**config.mk**
```make
export PLATFORM = sky130hd
export DESIGN_NAME = rie_ram
export DESIGN_NICKNAME = d
export VERILOG_FILES = /design/src/design/rie_ram.sv
export SDC_FILE = /design/constraint.sdc
export NUM_CORES = 1
export LEC_CHECK = 0
export ABC_CLOCK_PERIOD_IN_PS = 3400
export BUFFER_PORTS_ARGS = -buffer_cell sky130_fd_sc_hd__clkbuf_2
export CAP_MARGIN = 20
export CORE_MARGIN = 2
export CORE_UTILIZATION = 40
export CTS_CLUSTER_SIZE = 24
export DETAILED_ROUTE_END_ITERATION = 6
export GPL_ROUTABILITY_DRIVEN = 0
export GPL_TIMING_DRIVEN = 0
export SYNTH_ARGS = -nofsm -noshare
export SYNTH_HDL_FRONTEND = slang
export SYNTH_SLANG_ARGS = --single-unit
```
**constraint.sdc**
```tcl
create_clock -name clk -period 3.4 [get_ports clk]
set_input_delay 0.68 -clock clk [delete_from_list [all_inputs] [get_ports clk]]
set_output_delay 0.68 -clock clk [all_outputs]
set_load 0.05 [all_outputs]
```
**src/design/rie_ram.sv**
```systemverilog
// Generic RAM with one write port and one registered read port.
module rie_ram #(
	parameter int unsigned WIDTH = 32,
	parameter int unsigned DEPTH = 32
) (
	input  logic                     clk,
	input  logic                     we,
	input  logic [$clog2(DEPTH)-1:0] waddr,
	input  logic [WIDTH-1:0]         wdata,
	input  logic                     re,
	input  logic [$clog2(DEPTH)-1:0] raddr,
	output logic [WIDTH-1:0]         rdata
);

	logic [WIDTH-1:0] mem_q [DEPTH];

	always_ff @(posedge clk) begin
		if (we) begin
			mem_q[waddr] <= wdata;
		end
		if (re) begin
			rdata <= mem_q[raddr];
		end
	end

endmodule

```
## After elaboration in Yosys (flattened, before gate mapping)

Memories as Yosys holds them, arrays and structs flattened. A register that Yosys moved wholly into a read port is not among the register bits.
Index checks and enable logic that the tools add are counted.

| storage, ports and cells | value |
|---|---|
| bits in writable memories | 1024 |
| output and inout port bits | 32 |
| input bits | 45 |
| logic and storage cells | 3 |
| bits in latches | 0 |
| memories | 1 |
| bits in read-only memories | 0 |
| register bits | 0 |

| operators by class | value |
|---|---|
| reduce and logical (&&, ||, !) cells | 0 |
| muxes and demuxes | 2 |
| shift operators | 0 |
| divide/modulo/power cells | 0 |
| add/sub/neg operators | 0 |
| bitwise logic cells | 0 |
| order comparisons | 0 |
| equal/unequal tests | 0 |
| multiply operators | 0 |

Memory list:

| memory | words | bits a word | rd ports | clocked after memory_dff | wr ports | RTL line | source |
|---|---|---|---|---|---|---|---|
| mem_q | 32 | 32 | 1 | 1 | 1 | 15 | `logic [WIDTH-1:0] mem_q [DEPTH];` |

Operators by type and width:

| cell | number |
|---|---|
| $mux 1 | 2 |

## Longest topological paths before layout

| logic depth | value |
|---|---|
| depth after elaboration | 2 |
| depth in mapped cells | 8 |
| mapped depth without buffers | 5 |

## Worst setup path after synthesis

OpenSTA, ideal clock, no wires.

| path | value |
|---|---|
| path type | input port to flip-flop |
| start point | input waddr[1] |
| end point | memory mem_q[12][0], enable pin |
| path slack | 0.286 ns |
| stages on the path | 3 |
| library setup time | 0.421 ns |
| path buffers | 1 |
| data arrival time | 2.693 ns |
| cell sequence | or3b_2 > clkbuf_1 > nor2_1 |

RTL lines:

| element | RTL line | source |
|---|---|---|
| from (decl) | 8 | `input logic [$clog2(DEPTH)-1:0] waddr,` |
| to (decl) | 15 |  |

Straight into the memory's write port.

==> run metrics <==
vias 21251; core region area 101000 um^2; DRC 0; most common cell after layout, fill and taps aside edfxtp_1; syn_area_per_cell 18.1 um^2; Routed Antenna Nets 0; CP required 3.73 ns; GR Util met3 3.08%; Hold Crit Start wdata[28]; Synth cell types 24; Total GRT Usage 19.2%; PD cells 584 nW/um^2; R2R setup slack 1.34 ns; worst endpoint data arrival time 3.07 ns; grt ovf 0; Die Ht 323 um; antenna fix cells 0; cell taking the most area after synthesis edfxtp_1; final std cells w/o fill 3929; Clock Latency Late Sink 0.68 ns; Seq cells post-synth 1056; synth top area cells edfxtp_1, mux2i_1, a22oi_1; Netlist Area Pre-Place 40800 um^2; clk buf depth 3; CTS tree built; fin worst setup slack 0.657 ns; kind of start point of the critical path primary input; TritonCTS buffer count 104; share of layout cells above drive strength 1 14.4%; Worst R2R End rdata[11]; area delta synth->final 15.8%; crit-path max FO 10; fin. max-slew vios 0; grt met2 use 33.1%; grt peak-use layer met2; initial antenna violation count 2; final wirelength 100000 um; hold_buf cts 0; Critical Path Source raddr[4]; FF-to-FF Start mem_q[7][11]; footprint of the multi-input gates 8580 um^2; dpl hpwl 65500 um; initial DRC count 2099; Cell Rows 117; Tightest Hold Check Type primary input to flop; vias in the first global route 21713; Hold Crit Depth 1; Post-DP Area 43800 um^2; Nets 2518; maximum VDD drop 0.000386 V; Clock transition at path regs 0.06 ns; Chip Width 323 um; Peak Freq 365 MHz; sequential element share of the synthesized area 77.7%; Critical Path End Type flop; Yosys warning count 0; leakage power 0.0163 uW; port bufs 75; Die ar. 105000 um^2; met1 Track Usage GR 24.7%; Place WS 0.122 ns; worst setup path category primary input to flop; filler instances 8471; unrepaired setup endpoints after global routing no; largest net degree at the start of global routing 33; Post CTS Setup Buffer Count 0; Slew HR 27.7%; final hold slack 0.658 ns; post-cts sizing count 0; Final Hold Vio Count 0; drt wl/cell 25.5 um; FF+latch area 31700 um^2; Post-Syn Nets 2305; Max H-tree Level 3; sink count of the clock tree 1056; initial core utilization 40.2%; Boundary Pins 77; DR vias/cell 5.41; hold endpoint mem_q[11][28]; most frequent cells in the layout edfxtp_1, mux2i_1, clkbuf_16; post-synth top area share 77.7%; Post-Layout Inst Area 47300 um^2; Post-Syn Instances 2260; cell depth of the worst flop-to-flop path 5; overall power 27600 uW; DR pass1 iterations 7; run status finished, final reports clean; max-cap viol count 0; Placed Cells incl. Taps 3735; Tcrit/Tclk final 80.7%; Root Buffer clkbuf_16; slew at the pin with the worst max-slew slack 1.08 ns; Final min period 2.74 ns; first-pass GRT wire length 144000 um; Final Setup Violations 0; setup clock skew after layout 0.0132 ns
power by group:
part | internal (uW) | switching (uW)
Sequential | 14500 | 43.2
Clock | 6620 | 4850
Combinational | 454 | 1120
logic make-up after synthesis:
kind of cell / synth area share [%]
compound gates: 4.81
buf+inv: 1.85
flops: 77.7
mux: 12.6
simple gates: 3.08
synthesized netlist by cell type:
cell type,count
a31oi_1,32
edfxtp_1,1056
nand3b_1,5
buf_6,15
nor3_1,32
mux2i_1,512
a22o_1,64
nand2_1,98
buf_1,5
or3_1,1
nand2b_1,2
clkbuf_4,2
or2_2,1
buf_2,26
nor2b_1,1
a22oi_1,96
a21oi_1,96
buf_4,33
nor2_1,34
nand3_1,98
or3b_2,3
and2b_1,1
clkbuf_1,46
and2_1,1
how the worst max path moves through the flow:
stage | to | slack (ns) | cells past startpoint
after CTS | rdata[11] | 0.85 | 7
after global routing | rdata[12] | 0.68 | 7
after floorplan | mem_q[12][0] | 0.29 | 3
final | rdata[12] | 0.66 | 7
after detailed placement | rdata[11] | 0.12 | 7
after global placement | mem_q[16][15] | -1.37 | 4
layer usage:
layer  up-vias  wire length [um]
met5         -                24
met3       150              6680
met1     10950             40800
li1       9439                 -
met4         4              2400
met2       708             50400
flip-flops by register name, indices dropped and copies added (netlist names):
signal,count
mem_q,1024
rdata,32
metrics by stage:
stage               TNS (ns)  utilization [%]
global placement    -1059.75             42.3
floorplan                  0                -
detailed placement         0             43.2
finish                     0             46.6
global route               0             46.6
CTS                        0             46.6
cell type report:
class	instances	area share [%]
sequential	1056	67.1
timing repair buffer	107	2.28
multi-input combinational	1077	18.2
clock inverter	77	1.66
clock buffer	117	5.61
tap	1368	3.62
buffer	127	1.59
critical path, cell delays in order:
cell and delay [ns]:
clkbuf_2 0.20, or2_2 0.15, clkbuf_1 0.32, clkbuf_1 0.57, nor3_1 0.19, a31oi_1 0.57
nand3_1 0.38
No activity file was read; power rests on OpenSTA's default activity.
