## src/design/rie_pkg.sv

```systemverilog
// Shared types, opcodes and constants of the RISC instruction executor.
package rie_pkg;

	localparam int unsigned MEM_WORDS_DEF = 2048;
	localparam int unsigned NUM_REGS      = 32;
	localparam int unsigned IN_TDATA_W    = 32;
	localparam int unsigned OUT_TDATA_W   = 120;

	typedef logic [4:0] reg_idx_t;

	typedef enum logic [3:0] {
		OP_ADD  = 4'd0,
		OP_SUB  = 4'd1,
		OP_MULI = 4'd2,
		OP_ADDI = 4'd3,
		OP_BNE  = 4'd4,
		OP_ANDI = 4'd5,
		OP_ORI  = 4'd6,
		OP_J    = 4'd7,
		OP_SLL  = 4'd8,
		OP_SRL  = 4'd9,
		OP_LW   = 4'd10,
		OP_SW   = 4'd11
	} opcode_t;

	typedef struct packed {
		logic        en;
		reg_idx_t    addr;
		logic [31:0] data;
	} rf_wr_t;

	typedef struct packed {
		logic [31:0] next_pc;
		logic        branch_taken;
		logic        reg_write;
		reg_idx_t    dest_reg;
		logic [31:0] write_value;
		logic        mem_write;
		logic        mem_read;
		logic [31:0] mem_address;
		logic [31:0] store_value;
		logic        bad_opcode;
	} exe_res_t;

	// first read port: r3 for register-register ops, r1 otherwise
	function automatic reg_idx_t src_a_idx(input logic [31:0] word);
		opcode_t op;
		op = opcode_t'(word[31:28]);
		if (op == OP_ADD || op == OP_SUB) begin
			return word[17:13];
		end
		return word[27:23];
	endfunction

	function automatic reg_idx_t src_b_idx(input logic [31:0] word);
		return word[22:18];
	endfunction

endpackage

```

## src/design/rie_exec.sv

```systemverilog
// Execute unit: decode, ALU, branch and address logic for one instruction.
module rie_exec #(
	parameter int unsigned MEM_WORDS = rie_pkg::MEM_WORDS_DEF
) (
	input  logic [31:0]       instr,
	input  logic [31:0]       pc,
	input  logic [31:0]       opa,
	input  logic [31:0]       opb,
	output rie_pkg::exe_res_t res
);

	import rie_pkg::*;

	localparam logic [31:0] ADDR_MASK = 32'(MEM_WORDS - 1);

	opcode_t     op;
	reg_idx_t    r1;
	logic [12:0] shamt;
	logic [31:0] imm;
	logic [31:0] pc1;
	logic [31:0] sum_b_imm;
	logic [31:0] prod;
	logic [31:0] val;
	logic        wr;

	assign op        = opcode_t'(instr[31:28]);
	assign r1        = instr[27:23];
	assign shamt     = instr[12:0];
	assign imm       = {{14{instr[17]}}, instr[17:0]};
	assign pc1       = pc + 32'd1;
	assign sum_b_imm = opb + imm;
	assign prod      = opb * imm;

	always_comb begin
		res         = '0;
		res.next_pc = pc1;
		val         = '0;
		wr          = 1'b0;
		unique case (op)
			OP_ADD: begin
				val = opb + opa;
				wr  = 1'b1;
			end
			OP_SUB: begin
				val = opb - opa;
				wr  = 1'b1;
			end
			OP_MULI: begin
				val = prod;
				wr  = 1'b1;
			end
			OP_ADDI: begin
				val = sum_b_imm;
				wr  = 1'b1;
			end
			OP_BNE: begin
				if (opa != opb) begin
					res.next_pc      = pc1 + imm;
					res.branch_taken = 1'b1;
				end
			end
			OP_ANDI: begin
				val = opb & imm;
				wr  = 1'b1;
			end
			OP_ORI: begin
				val = opb | imm;
				wr  = 1'b1;
			end
			OP_J: begin
				res.next_pc      = {pc1[31:28], instr[27:0]};
				res.branch_taken = 1'b1;
			end
			OP_SLL: begin
				val = (shamt >= 13'd32) ? '0 : (opb << shamt[4:0]);
				wr  = 1'b1;
			end
			OP_SRL: begin
				val = (shamt >= 13'd32) ? '0 : (opb >> shamt[4:0]);
				wr  = 1'b1;
			end
			OP_LW: begin
				res.mem_read    = 1'b1;
				res.mem_address = sum_b_imm & ADDR_MASK;
				wr              = 1'b1;
			end
			OP_SW: begin
				res.mem_write   = 1'b1;
				res.mem_address = sum_b_imm & ADDR_MASK;
				res.store_value = opa;
			end
			default: begin
				res.bad_opcode = 1'b1;
			end
		endcase
		if (wr && r1 != '0) begin
			res.reg_write   = 1'b1;
			res.dest_reg    = r1;
			res.write_value = val;
		end
	end

endmodule

```

## config.mk

```make
export PLATFORM = sky130hd
export DESIGN_NAME = rie_exec
export DESIGN_NICKNAME = d
export VERILOG_FILES = /design/src/design/rie_pkg.sv /design/src/design/rie_exec.sv
export SDC_FILE = /design/constraint.sdc
export NUM_CORES = 2
export LEC_CHECK = 0
export ABC_AREA = 1
export BUFFER_PORTS_ARGS = -buffer_cell sky130_fd_sc_hd__buf_2
export CORE_ASPECT_RATIO = 2
export CORE_UTILIZATION = 64
export DETAILED_ROUTE_END_ITERATION = 6
export GPL_TIMING_DRIVEN = 0
export PLACE_DENSITY = 0.85
export REMOVE_ABC_BUFFERS = 1
export SETUP_SLACK_MARGIN = 0.4
export SLEW_MARGIN = 20
export SYNTH_ARGS = -nofsm -noshare
export SYNTH_HDL_FRONTEND = slang
export SYNTH_SLANG_ARGS = --single-unit
```

## constraint.sdc

```tcl
create_clock -name vclk -period 7
set_clock_uncertainty 0.2 [all_clocks]
set_input_delay 0.35 -clock vclk [all_inputs]
set_output_delay 0.35 -clock vclk [all_outputs]
set_load 0.05 [all_outputs]
```

==> results of run 1 <==
## synthesized netlist by cell type (14+ instances only)
library cell	count	area share, %
buf_2	62	1.1
nand4_1	55	1.2
fa_1	337	23
inv_2	22	0.29
o211ai_1	47	1.2
a31oi_1	17	0.37
nand3_1	268	4.7
o21ai_0	309	5.4
buf_1	36	0.47
nor2_1	382	5.0
buf_4	30	0.78
nand3b_1	15	0.39
xor2_1	36	1.1
o22ai_1	22	0.48
clkbuf_1	70	0.91
inv_1	1054	14
o221ai_1	17	0.52
nand2_1	1177	15
ha_1	253	11
o21bai_1	21	0.55
a21o_1	14	0.37
a21oi_1	294	5.1
o21ai_1	31	0.54
nor3_1	47	0.82
xnor2_1	18	0.55
## per-stage QoR
| stage | cell area (sq um) | utilization (%) |
|---|---|---|
| 4_1_cts | 31400 | 70.8 |
| 2_1_floorplan | 27800 | - |
| 3_3_place_gp | 29700 | 67.0 |
| 3_5_place_dp | 29800 | 67.3 |
## what timing repair did
item / in CTS
endpoints found under the hold margin: 0
gates resized for setup: 272
cloned: 13
endpoints found under the setup margin: 21
pin swaps: 20
setup buffers: 7
## cells by family after synthesis
logic type | count (synthesis) | share of synthesized area (%)
muxes | 12 | 0.418
and+or+nand+nor | 2022 | 29.6
other | 1 | 0.0130
xor gates and xnor gates | 56 | 1.76
buffers and inverters | 1293 | 17.8
AOI/OAI and AO/OA | 821 | 16.0
adders and majority gates | 590 | 34.5
## layer usage
metal / overflow / track usage (%)
met1: 7 / 81.1
met2: 295 / 100
met3: 25 / 70.6
met4: 215 / 92.4
met5: 5 / 38.4
==> flow_summary_export.csv, run 1 <==
group,metric,value,unit
placement,dp.cells,5408,
synth,syn_avg_cell_area,6.00,sq um
status,haltStage,"5_1_grt",
synth,synth_seq_area_share,0,%
grt,grt_pass1_vias,41900,
placement,post-dp-hpwl,110000,um
synth,netlist_area,0.0288,sq mm
grt,grt_pass1_wl,292000,um
grt,grt.overflow.total,547,
floorplanning,rows,109,
synth,synthCells,4795,
status,error,"[ERROR GRT-0116] Global routing finished with congestion. Check the congestion regions in the DRC Viewer.",
status,status,"did not finish",
floorplanning,initial_core_util,64.9,%
floorplanning,die_y,302,um
clocking,ctsHoldBuffers,0,
grt,gr-usage-all-layers,84.5,%
grt,grt_max_degree,75,
synth,yosys_warnings,0,
synth,synth_cell_types,67,
floorplanning,num_io_pins,266,
placement,dp_slack,-1.05,ns
floorplanning,die_w,152,um
placement,portBuffers,245,
placement,gp_congestion,1.14,
==> run 2: changes to the inputs <==
--- a/config.mk
+++ b/config.mk
@@ -7,13 +7,11 @@
 export LEC_CHECK = 0
 export ABC_AREA = 1
 export BUFFER_PORTS_ARGS = -buffer_cell sky130_fd_sc_hd__buf_2
-export CORE_ASPECT_RATIO = 2
-export CORE_UTILIZATION = 64
+export CORE_UTILIZATION = 40
 export DETAILED_ROUTE_END_ITERATION = 6
 export GPL_TIMING_DRIVEN = 0
-export PLACE_DENSITY = 0.85
+export PLACE_DENSITY_LB_ADDON = 0.15
 export REMOVE_ABC_BUFFERS = 1
-export SETUP_SLACK_MARGIN = 0.4
 export SLEW_MARGIN = 20
 export SYNTH_ARGS = -nofsm -noshare
 export SYNTH_HDL_FRONTEND = slang
==> flow_summary_export.csv, run 2 <==
group,metric,value,unit
floorplanning,initial_core_util,40.7,%
pwr,peakVddDrop,0.000765,V
worst_hold_path,hp-class,"in -> out",
setup_path,setup.worst_path.start,"instr[2]",
grt,antenna_found_initial,2,
final_layout,layout.nets,5583,
synth,synthTopCellsByCount,"nand2_1 (1177), inv_1 (1054), nor2_1 (382)",
sta,min_period,6.91,ns
placement,portBuffers,245,
status,status,"finished clean",
drt,via_per_inst,5.57,
synth,synth.most_common_cell,"nand2_1",
sta,drv_slew,0,
sta,timing.final.crit_share,98.7,%
setup_path,start_kind,"primary input",
sta,fmax,145,MHz
clocking,ctsHoldBuffers,0,
drt,dr.pass1.iters,5,
floorplanning,die_w,270,um
pwr,power_density,439,mW/mm^2
setup_path,required,6.45,ns
drt,antenna_left,0,
grt,grt_pass1_wl,199000,um
synth,syn_avg_cell_area,6.00,sq um
floorplanning,die_y,270,um
sta,rsz0062_at_grt,"yes",
synth,synth_top_area_share,23.5,%
setup_path,path_class,"in -> out",
final_layout,layout_commonest_cell,"nand2_1",
sta,hold_viol,0,
worst_hold_path,holdCritStartpoint,"opa[31]",
job,drv_cap,0,
final_layout,layout_common_cells,"nand2_1 (1170), inv_1 (1049), nor2_1 (372), fa_1 (337), o21ai_0 (299)",
grt,grt_pass1_vias,30900,
setup_path,critPathArrivalTime,6.36,ns
final_layout,seq_cell_count,0,
grt,grt_max_degree,75,
final_layout,drive_gt1_share,8.64,%
synth,yosys_warnings,0,
sta,setup_viol,0,
sta,relSlewSlack,19.3,%
pwr,leakage,17.5,nW
floorplanning,num_io_pins,266,
final_layout,fin_area,0.0313,sq mm
final_layout,clkbuf_count,0,
placement,post-dp-hpwl,108000,um
placement,post_dp_cell_area,0.0303,sq mm
grt,grt.overflow.total,0,
final_layout,seqCellArea,0,sq um
synth,synth_area_leaders,"fa_1 (23%), nand2_1 (15%), inv_1 (14%), ha_1 (11%), o21ai_0 (5.4%)",
final_layout,antenna_cells,0,
floorplanning,die-area,0.0730,sq mm
drt,wl_per_cell,23.4,um
floorplanning,rows,97,
setup_path,worstPathMaxFanout,21,
synth,synthCells,4795,
drt,initialDrtViolationCount,3182,
floorplanning,core,0.0706,sq mm
drt,drc,0,
synth,netlist_area,0.0288,sq mm
synth,synth_seq_area_share,0,%
sta,tightest_slew,1.21,ns
grt,gr-usage-all-layers,36.1,%
synth,synth_cell_types,67,
setup_path,end_kind,"primary output",
placement,gp_congestion,1.03,
drt,wl,136000,um
pwr,power.total,0.0138,W
drt,dr_total_vias,32300,
synth,synth_top_area_cell,"fa_1",
final_layout,synthToLayoutAreaGrowth,8.87,%
==> run 2: critical path: stages <==
cell and delay, ns:
buf_6 0.21, buf_16 0.23, nand2_1 0.08, inv_1 0.07, fa_1 0.43, fa_1 0.48, ha_1 0.28, inv_1 0.05
fa_1 0.50, inv_1 0.07, fa_1 0.55, inv_1 0.05, fa_1 0.48, inv_1 0.04, ha_1 0.35, a21o_1 0.24
nor2_2 0.17, nand2_2 0.15, a21oi_1 0.21, inv_1 0.12, o21ai_1 0.37, nand2_1 0.10, nor2_1 0.22, a31oi_1 0.20
buf_2 0.31
==> run 2: area by class of cell <==
| class | instances | area [sq um] |
|---|---|---|
| fillers | 7874 | 39300 |
| inverters | 1080 | 4070 |
| multi-input cells | 3522 | 24000 |
| well taps | 940 | 1180 |
| repair buffers | 261 | 2080 |
==> run 2: cell families after synthesis <==
group                    count (synthesis)  share of synthesized area (%)
AND/OR/NAND/NOR                       2022                           29.6
buffers and inverters                 1293                           17.8
AO/OA/AOI/OAI                          821                           16.0
adder cells (fa/ha/maj)                590                           34.5
XOR/XNOR                                56                           1.76
multiplexers                            12                          0.418
other                                    1                         0.0130
==> run 2: layer usage <==
| layer | part of all wire (%) | routed length, um | GRT usage [%] | vias up |
|---|---|---|---|---|
| met5 | 0 | 0 | 0 | - |
| met1 | 43 | 58400 | 49.1 | 15600 |
| li1 | - | - | - | 15000 |
| met4 | 4.3 | 5860 | 12.6 | 0 |
| met2 | 44 | 60300 | 58.2 | 1506 |
| met3 | 8.4 | 11400 | 5.10 | 247 |
==> run 2: through the flow <==
stage	utilization [%]	TNS, ns	instances	worst slack (ns)	hold slack, ns
2_1_floorplan	-	0	4602	0.784	0.715
3_3_place_gp	42.7	-30.41	5787	-1.67	0.910
3_5_place_dp	43.0	-14.21	5793	-1.08	0.909
4_1_cts	43.7	0	5799	0.00591	0.911
5_1_grt	44.3	-0.172	5803	-0.0531	0.924
6_report	44.3	0	5803	0.0895	0.902
==> run 2: power by group <==
group | internal [W] | switching (W) | total (W) | leakage [nW]
Sequential | 0 | 0 | 0 | 0
Combinational | 0.00445 | 0.00931 | 0.0138 | 17.5
Clock | 0 | 0 | 0 | 0
Total | 0.00445 | 0.00931 | 0.0138 | 17.5
==> run 2: timing repair <==
| action | CTS | global route |
|---|---|---|
| pin swaps | 2 | 5 |
| setup buffers | 2 | 0 |
| cloned | 4 | 4 |
| endpoints found under the setup margin | 21 | 20 |
| gates resized for setup | 119 | 98 |
==> run 2: worst paths after layout <==
| check | endpoint | slack [ns] | cells past startpoint |
|---|---|---|---|
| hold / removal | res[32] | 0.90 | 4 |
| setup / recovery | res[81] | 0.09 | 25 |
Note: power is estimated with default switching activity, not from simulation.
