--- config.mk ---
export PLATFORM = sky130hd
export DESIGN_NAME = rie_regfile
export DESIGN_NICKNAME = d
export VERILOG_FILES = /design/src/design/rie_pkg.sv /design/src/design/rie_ram.sv /design/src/design/rie_regfile.sv
export SDC_FILE = /design/constraint.sdc
export NUM_CORES = 1
export LEC_CHECK = 0
export CAP_MARGIN = 20
export CORE_MARGIN = 2
export CORE_UTILIZATION = 65
export DETAILED_ROUTE_END_ITERATION = 6
export DONT_BUFFER_PORTS = 1
export GPL_TIMING_DRIVEN = 0
export PLACE_DENSITY_LB_ADDON = 0.25
export SLEW_MARGIN = 20
export SYNTH_ARGS = -nofsm -noshare
export SYNTH_HDL_FRONTEND = slang
export SYNTH_SLANG_ARGS = --single-unit
--- constraint.sdc ---
create_clock -name clk -period 2.9 [get_ports clk]
set_input_delay 0.29 -clock clk [delete_from_list [all_inputs] [get_ports clk]]
set_output_delay 0.29 -clock clk [all_outputs]
set_load 0.005 [all_outputs]
--- src/design/rie_pkg.sv ---
// Shared types, opcodes and constants of the RISC instruction executor.
package rie_pkg;

	localparam int unsigned MEM_WORDS_DEF = 2048;
	localparam int unsigned NUM_REGS      = 32;
	localparam int unsigned IN_TDATA_W    = 32;
	localparam int unsigned OUT_TDATA_W   = 120;

	typedef logic [4:0] reg_idx_t;

	typedef enum logic [3:0] {
		OP_ADD  = 4'd0,
		OP_SUB  = 4'd1,
		OP_MULI = 4'd2,
		OP_ADDI = 4'd3,
		OP_BNE  = 4'd4,
		OP_ANDI = 4'd5,
		OP_ORI  = 4'd6,
		OP_J    = 4'd7,
		OP_SLL  = 4'd8,
		OP_SRL  = 4'd9,
		OP_LW   = 4'd10,
		OP_SW   = 4'd11
	} opcode_t;

	typedef struct packed {
		logic        en;
		reg_idx_t    addr;
		logic [31:0] data;
	} rf_wr_t;

	typedef struct packed {
		logic [31:0] next_pc;
		logic        branch_taken;
		logic        reg_write;
		reg_idx_t    dest_reg;
		logic [31:0] write_value;
		logic        mem_write;
		logic        mem_read;
		logic [31:0] mem_address;
		logic [31:0] store_value;
		logic        bad_opcode;
	} exe_res_t;

	// first read port: r3 for register-register ops, r1 otherwise
	function automatic reg_idx_t src_a_idx(input logic [31:0] word);
		opcode_t op;
		op = opcode_t'(word[31:28]);
		if (op == OP_ADD || op == OP_SUB) begin
			return word[17:13];
		end
		return word[27:23];
	endfunction

	function automatic reg_idx_t src_b_idx(input logic [31:0] word);
		return word[22:18];
	endfunction

endpackage

--- src/design/rie_ram.sv ---
// Generic RAM with one write port and one registered read port.
module rie_ram #(
	parameter int unsigned WIDTH = 32,
	parameter int unsigned DEPTH = 32
) (
	input  logic                     clk,
	input  logic                     we,
	input  logic [$clog2(DEPTH)-1:0] waddr,
	input  logic [WIDTH-1:0]         wdata,
	input  logic                     re,
	input  logic [$clog2(DEPTH)-1:0] raddr,
	output logic [WIDTH-1:0]         rdata
);

	logic [WIDTH-1:0] mem_q [DEPTH];

	always_ff @(posedge clk) begin
		if (we) begin
			mem_q[waddr] <= wdata;
		end
		if (re) begin
			rdata <= mem_q[raddr];
		end
	end

endmodule

--- src/design/rie_regfile.sv ---
// Register file: two read ports over RAM copies, valid bits and same-edge write bypass.
module rie_regfile (
	input  logic             clk,
	input  logic             arst_n,
	input  logic             rd_en,
	input  rie_pkg::reg_idx_t rd_addr_a,
	input  rie_pkg::reg_idx_t rd_addr_b,
	input  rie_pkg::rf_wr_t  wr,
	output logic [31:0]      rd_data_a,
	output logic [31:0]      rd_data_b
);

	import rie_pkg::*;

	logic [NUM_REGS-1:0] valid_q;
	logic                vld_a_q, vld_b_q;
	logic                hit_a_q, hit_b_q;
	logic [31:0]         byp_q;
	logic [31:0]         ram_a, ram_b;

	rie_ram #(.WIDTH(32), .DEPTH(NUM_REGS)) u_ram_a (
		.clk  (clk),
		.we   (wr.en),
		.waddr(wr.addr),
		.wdata(wr.data),
		.re   (rd_en),
		.raddr(rd_addr_a),
		.rdata(ram_a)
	);

	rie_ram #(.WIDTH(32), .DEPTH(NUM_REGS)) u_ram_b (
		.clk  (clk),
		.we   (wr.en),
		.waddr(wr.addr),
		.wdata(wr.data),
		.re   (rd_en),
		.raddr(rd_addr_b),
		.rdata(ram_b)
	);

	always_ff @(posedge clk or negedge arst_n) begin
		if (!arst_n) begin
			valid_q <= '0;
			vld_a_q <= 1'b0;
			vld_b_q <= 1'b0;
			hit_a_q <= 1'b0;
			hit_b_q <= 1'b0;
		end else begin
			if (wr.en) begin
				valid_q[wr.addr] <= 1'b1;
			end
			if (rd_en) begin
				vld_a_q <= valid_q[rd_addr_a];
				vld_b_q <= valid_q[rd_addr_b];
				hit_a_q <= wr.en && (wr.addr == rd_addr_a);
				hit_b_q <= wr.en && (wr.addr == rd_addr_b);
			end
		end
	end

	always_ff @(posedge clk) begin
		if (rd_en) begin
			byp_q <= wr.data;
		end
	end

	assign rd_data_a = hit_a_q ? byp_q : (vld_a_q ? ram_a : '0);
	assign rd_data_b = hit_b_q ? byp_q : (vld_b_q ? ram_b : '0);

endmodule

; After elaboration in Yosys (flattened, before gate mapping)
; Memory sizes are Yosys's and may differ from the RTL's. A register that Yosys moved wholly into a read port is not among the register bits.
; Index checks and enable logic that the tools add are counted.
[word_totals]
reg_bits = 68
ramBits = 2048
input_bits = 51
output_inout_bits = 64
word_cells = 30
memories = 2
[memory_table]
columns = name, words, width, rd, rd_clocked_by_memory_dff, wr, line
row1 = u_ram_a.mem_q, 32, 32, 1, 1, 1, rie_ram.sv:15  ; logic [WIDTH-1:0] mem_q [DEPTH];
row2 = u_ram_b.mem_q, 32, 32, 1, 1, 1, rie_ram.sv:15
[op_classes]
n_lt_le_gt_ge = 4
n_eq_ne = 2
mux = 12
bitwise = 1
reduce_logical = 3
[ops]
columns = cell, n
row1 = 32-bit 2-to-1 mux, 4
row2 = 32-bit OR, 1
row3 = 5-bit by 6-bit < comparator with 1-bit output (second input constant), 3
row4 = 1-bit binary-select mux with 5-bit select, 2
row5 = 5-bit equality test, 2
row6 = 1-bit demux with 5-bit select, 1
row7 = 5-bit by 1-bit >= comparator with 1-bit output (second input constant), 1
row8 = 1-bit 2-to-1 mux, 5
row9 = 1-bit logical AND, 3

; Depth between registers and ports, before layout
; Gate-level depths: netlist of the first run.
[depth]
depth_word = 5
depth_mapped = 9
depth_no_buf = 5

; By module
; Synthesis of the first run repeated with hierarchy kept, for this count alone.
[hier_totals]
cells_unflattened = 4832
area_unflattened_um2 = 85273.0
[modules_own_cells]
columns = mod, n_inst, cells_per_inst, area_per_inst_um2, seq_area_each_um2
row1 = rie_ram, 2, 2260, 40805.4, 31710.4
row2 = rie_regfile, 1, 312, 3662.3, 1861.8

; Worst setup path after synthesis of the first run
; No wires, ideal clock.
[synth_path]
path_kind = input -> register
start = input wr[36] in the netlist's numbering
end = memory u_ram_b.mem_q[2][0], enable pin
setup_ns = 0.422
arrival_ns = 2.299
required_time_ns = 2.478
slack_ns = 0.178
path_stages = 3
path_buffers = 1
cell_sequence = clkbuf_1 > or3_1 > nor2_1
[synth_lines]
columns = item, line
row1 = start: declaration, rie_regfile.sv:8  ; input rie_pkg::rf_wr_t wr,
row2 = end: declaration, rie_ram.sv:15
; Straight into the memory's write port.

==> results.sh, run 1 <==
export IMPL_synthDominantCellAreaShare_pct=64.4
export IMPL_synthTopCellsByArea="edfxtp_1 (64%), mux4_2 (28%), dfrtp_1 (1.7%)"
export IMPL_period_share_pct=104
export IMPL_postCtsSetupBuffers=0
export IMPL_synth_edf_count=1120
export IMPL_cap_violations=0
export IMPL_grt_pass1_wl_um=242000
export IMPL_hold_viol_final=0
export IMPL_die_area_um2=82700
export IMPL_start_util_pct=65.9
export IMPL_hold_class="in -> async"
export IMPL_cts_buffers=114
export IMPL_routed_top_layer="met5"
export IMPL_antenna_found_initial=14
export IMPL_wl_met2_um=80500
export IMPL_wirelength_um=176000
export IMPL_clkSinkCount=1156
export IMPL_rrSetupSlack_ns=0.66
export IMPL_total_power_mw=38.2
export IMPL_max_slew_margin_rel_pct=15.8
export IMPL_die_w_um=288
export IMPL_grt_total_usage_pct=43.6
export IMPL_initialDrtViolationCount=5939
export IMPL_grt_overflow=0
export IMPL_gp_congestion=0.894
export IMPL_num_vias=31248
export IMPL_ioPinCount=115
export IMPL_r2r_start="hit_b_q"
export IMPL_violations="negative setup slack"
export IMPL_coreArea_um2=79300
export IMPL_synth_seq_cells=1156
export IMPL_r2r_end="hit_b_q"
export IMPL_met3_length_um=29000
export IMPL_postRouteAntennaNets=0
export IMPL_dr_pass1_iters=6
export IMPL_cts_tree="yes"
export IMPL_syn_instance_count=2284
export IMPL_synth_common_cells="edfxtp_1 (1120), mux4_2 (640), clkbuf_1 (99), a22o_1 (64), mux2_2 (64)"
export IMPL_synth_async_reset_ratio_pct=3.11
export IMPL_worst_r2r_path_depth=4
export IMPL_drv_slew=0
export IMPL_vias_per_cell=8.51
export IMPL_fillers=3976
export IMPL_syn_nets=2335
export IMPL_syn_to_final_growth_pct=14.8
export IMPL_setup_ws_ns=-0.107
export IMPL_synth_top_cell_by_area="edfxtp_1"
export IMPL_ctsLongestPathBuffers=3
export IMPL_worst_pin_slew_ns=1.26
export IMPL_end_kind="flop"
export IMPL_max_freq_ghz=0.333
export IMPL_hpwl_um=112000
export IMPL_wl_per_cell_um=47.9
export IMPL_synthDistinctLibCells=35
export IMPL_finalNetCount=2565
export IMPL_ys_warn_count=0
export IMPL_final_util_pct=75.7
export IMPL_cp_max_fo=10
export IMPL_setup_violations=24
export IMPL_synth_ff_type="edfxtp_1"
export IMPL_fp_row_count=103
export IMPL_m1WireLength_um=52000
export IMPL_grt_max_degree=104
export IMPL_h_tree_depth=3
export IMPL_synth_most_common_cell="edfxtp_1"
export IMPL_die_height_um=288
export IMPL_status="complete, but fails checks"
export IMPL_ir_drop_v=0.000547
export IMPL_clock_latency_ns=0.71
export IMPL_drc_errors=0
export IMPL_fin_crit_ns=3.01
export IMPL_yosysSeqAreaShare_pct=66.1
export IMPL_power_density_nw_per_um2=636
export IMPL_p_leak_nw=19.1
export IMPL_cp_start_kind="primary input"
export IMPL_drive_above_1_share_pct=44.2
export IMPL_place_port_buffers=0
export IMPL_crit_required_ns=3.34
export IMPL_clkTransAtPathRegs_ns=0.06
export IMPL_arrival_ns=3.45
export IMPL_netlist_area_um2=52200
export IMPL_cts_root_buf="clkbuf_16"
export IMPL_grt_pass1_vias=31508
export IMPL_syn_avg_cell_area_um2=22.9
export IMPL_finalClockSkew_ns=0.0218
export IMPL_crit_type="in -> reg"
==> repair_timing <==
item / CTS / global route
pin swaps: 0 / 0
setup endpoints to repair: 102 / 54
hold buffers: 50 / 0
resized for setup: 36 / 3
hold endpoints to repair: 1192 / 0
==> how the worst max path moves through the flow <==
stage                 start                   to  cells past startpoint
6_report       rd_addr_b[3]    u_ram_b.rdata[13]                      5
3_5_place_dp   rd_addr_a[1]    u_ram_a.rdata[29]                      6
5_1_grt        rd_addr_a[1]    u_ram_a.rdata[30]                      6
3_3_place_gp         wr[36]           valid_q[9]                      4
2_1_floorplan        wr[36]  u_ram_b.mem_q[2][0]                      3
4_1_cts             hit_b_q         rd_data_b[1]                      4
==> registers in the layout, indices dropped and copies added, names as in the netlist <==
name and count:
vld_a_q 1, hit_a_q 1, u_ram_a.rdata 32, u_ram_b.rdata 32
u_ram_b.mem_q 992, u_ram_a.mem_q 32, hit_b_q 1, valid_q 32
vld_b_q 1, byp_q 32
==> power breakdown <==
part	switching, mW	internal (mW)	leakage [nW]
registers	0.271	18.8	10.6
clock network	6.64	8.82	1.89
logic	2.08	1.56	6.65
==> cells in the final DEF (no fill, tap or decap), types with 36 or more instances in the layout <==
cell type  count
clkbuf_16    116
buf_16        44
clkbuf_1      71
edfxtp_1    1120
mux2_2        64
a22o_1        64
buf_2         47
mux4_2       640
dfrtp_1       36
clkbuf_2      36
==> through the flow <==
step	setup slack [ns]	setup TNS, ns	instances	hold WS, ns	instance area (um^2)
final	-0.107	-0.765	3671	0.0741	60000
after global routing	-0.00472	-0.00472	3666	0.101	60000
after CTS	0.0210	0	3663	0.0473	60000
after detailed placement	-0.965	-43.83	3397	-0.00364	55400
after global placement	-2.35	-2183.10	3334	-0.00383	53600
after floorplan	0.178	0	2284	-0.00559	52200
==> layout make-up <==
cell class	instances	area (um^2)	share of cell area, %
Sequential cell	1156	34500	57.6
Buffer	173	956	1.59
Antenna cell	7	17.5	0.0292
Tap cell	1050	1310	2.19
Clock buffer	131	2990	4.98
Timing Repair Buffer	116	2190	3.65
Multi-Input combinational cell	947	17100	28.5
Clock inverter	85	867	1.45
Inverter	6	22.5	0.0376
==> per-layer routing <==
layer | global-route usage, % | vias up
li1 | - | 10667
met1 | 53.9 | 15822
met2 | 65.4 | 3764
met3 | 17.6 | 979
met4 | 26.4 | 16
met5 | 0 | -
==> critical path: stages <==
cell	delay [ns]
clkbuf_1	0.89
clkbuf_2	0.66
clkbuf_1	0.79
mux4_2	0.48
mux2_2	0.32
==> cells by family after synthesis <==
| kind of cell | count (synthesis) | synth area share, % |
|---|---|---|
| simple gates | 116 | 1.12 |
| mux | 736 | 29.6 |
| flops | 1156 | 66.1 |
| buf+inv | 181 | 1.71 |
| xor+xnor | 7 | 0.117 |
| compound gates | 88 | 1.37 |
No activity file was read; power rests on OpenSTA's default activity.
==> run 2: changes to the inputs <==
--- a/config.mk
+++ b/config.mk
@@ -7,11 +7,12 @@
 export LEC_CHECK = 0
 export CAP_MARGIN = 20
 export CORE_MARGIN = 2
-export CORE_UTILIZATION = 65
+export CORE_UTILIZATION = 45
 export DETAILED_ROUTE_END_ITERATION = 6
 export DONT_BUFFER_PORTS = 1
 export GPL_TIMING_DRIVEN = 0
 export PLACE_DENSITY_LB_ADDON = 0.25
+export REMOVE_ABC_BUFFERS = 1
 export SLEW_MARGIN = 20
 export SYNTH_ARGS = -nofsm -noshare
 export SYNTH_HDL_FRONTEND = slang
==> results.sh, run 2 (same netlist as run 1, synthesis figures left out) <==
export IMPL_status="complete, but fails checks"
export IMPL_violations="max-slew violations"
export IMPL_fillers=8840
export IMPL_cap_violations=0
export IMPL_grt_pass1_vias=27783
export IMPL_grt_overflow=0
export IMPL_grt_total_usage_pct=24.1
export IMPL_cp_start_kind="flop"
export IMPL_ir_drop_v=0.000444
export IMPL_clock_latency_ns=0.70
export IMPL_largest_register="u_ram_b.mem_q"
export IMPL_place_inst=3709
export IMPL_layout_common_cells="edfxtp_1 (1120), mux4_2 (640), clkbuf_16 (119)"
export IMPL_fin_cells=3968
export IMPL_setup_violations=0
export IMPL_cts_resized=0
export IMPL_drc_errors=0
export IMPL_hpwl_um=79700
export IMPL_r2r_end="vld_b_q"
export IMPL_wirelength_um=141000
export IMPL_worst_r2r_path_depth=7
export IMPL_arrival_ns=2.46
export IMPL_multi_input_area_um2=17100
export IMPL_rsz0062_at_grt="false"
export IMPL_period_share_pct=94.8
export IMPL_h_tree_depth=3
export IMPL_final_common_cell="edfxtp_1"
export IMPL_grt_max_degree=275
export IMPL_drv_slew=126
export IMPL_hold_class="in -> reg"
export IMPL_initialDrtViolationCount=3291
export IMPL_place_port_buffers=0
export IMPL_clkTransAtPathRegs_ns=0.06
export IMPL_startpoint="hit_b_q"
export IMPL_finalClockSkew_ns=0.0234
export IMPL_grt_pass1_wl_um=202000
export IMPL_gp_congestion=0.728
export IMPL_rrSetupSlack_ns=0.46
export IMPL_endpoint="rd_data_b[3]"
export IMPL_clkSinkCount=1156
export IMPL_coreArea_um2=116000
export IMPL_crit_type="reg -> out"
export IMPL_fin_crit_ns=2.75
export IMPL_dr_pass1_iters=7
export IMPL_p_leak_nw=18.5
export IMPL_cts_tree="yes"
export IMPL_die_w_um=345
export IMPL_ioPinCount=115
export IMPL_wl_per_cell_um=35.6
export IMPL_r2r_start="valid_q[27]"
export IMPL_end_kind="output port"
export IMPL_largest_reg_flops=992
export IMPL_ctsLongestPathBuffers=3
export IMPL_cp_max_fo=15
export IMPL_worst_pin_slew_ns=1.76
export IMPL_drive_above_1_share_pct=42.4
export IMPL_total_power_mw=36.3
export IMPL_start_util_pct=45.1
export IMPL_cts_buffers=116
export IMPL_syn_to_final_growth_pct=13.9
export IMPL_finalNetCount=2402
export IMPL_max_slew_margin_rel_pct=-17.0
export IMPL_cts_root_buf="clkbuf_16"
export IMPL_max_freq_ghz=0.364
export IMPL_antenna_found_initial=3
export IMPL_die_height_um=345
export IMPL_postRouteAntennaNets=0
export IMPL_vias_per_cell=6.69
export IMPL_crit_required_ns=2.61
export IMPL_fp_row_count=125
export IMPL_hold_viol_final=0
export IMPL_num_vias=26533
export IMPL_power_density_nw_per_um2=610
export IMPL_seqCellArea_um2=34500
export IMPL_die_area_um2=119000
[run 2: where the power goes]
part	internal, mW	total [mW]	switching [mW]
Combinational	1.52	2.56	1.04
Clock	8.52	14.8	6.23
Sequential	18.8	19.0	0.202
Total	28.8	36.3	7.48
[run 2: cell type report]
| cell class | instances | area share [%] |
|---|---|---|
| repair buffers | 124 | 3.82 |
| well taps | 1524 | 3.20 |
| clock inverters | 57 | 0.885 |
| inverters | 6 | 0.0378 |
| flip-flops and latches | 1156 | 58.0 |
| clock buffers | 153 | 5.33 |
| multi-input cells | 947 | 28.7 |
| diodes | 1 | 0.00420 |
[run 2: worst min-delay path by stage]
stage,endpoint,slack [ns],depth (start not counted),start
after CTS,vld_a_q,0.002,4,rd_addr_a[3]
after global routing,vld_a_q,0.03,4,rd_addr_a[3]
after detailed placement,valid_q[22],0.003,0,arst_n
after floorplan,hit_a_q,-0.006,0,arst_n
after global placement,valid_q[7],0.003,0,arst_n
final,u_ram_a.rdata[14],0.07,2,rd_addr_a[2]
[run 2: what timing repair did]
action / CTS / global route
buffers inserted: 2 / 0
endpoints found under the setup margin: 16 / 0
hold endpoints to repair: 1256 / 1
hold buffers: 45 / 1
[run 2: metal layers]
metal  up-vias  part of all wire, %  wire [um]  track usage (%)
met5         -                    0          0                0
met4         0                  2.6       3650             6.59
met3       251                  8.3      11700             4.31
met2      1295                   49      68900             38.4
met1     14664                   40      56900             34.6
li1      10323                    -          -                -
[run 2: per-stage QoR]
step	utilization [%]	TNS [ns]	hold slack [ns]	instance area, um^2	worst slack (ns)
5_1_grt	51.4	0	0.0340	59500	0.0831
6_report	51.4	0	0.0655	59500	0.151
2_1_floorplan	-	0	-0.00559	51400	0.314
4_1_cts	51.5	0	0.00206	59600	0.0426
3_3_place_gp	46.0	-2843.24	0.00285	53300	-3.71
3_5_place_dp	47.8	0	0.00343	55300	0.390
[run 2: worst max-delay path: stages (launching register included)]
cell and delay (ns):
dfrtp_4 0.63, nor2b_4 0.55, buf_12 0.27, a22o_1 0.27
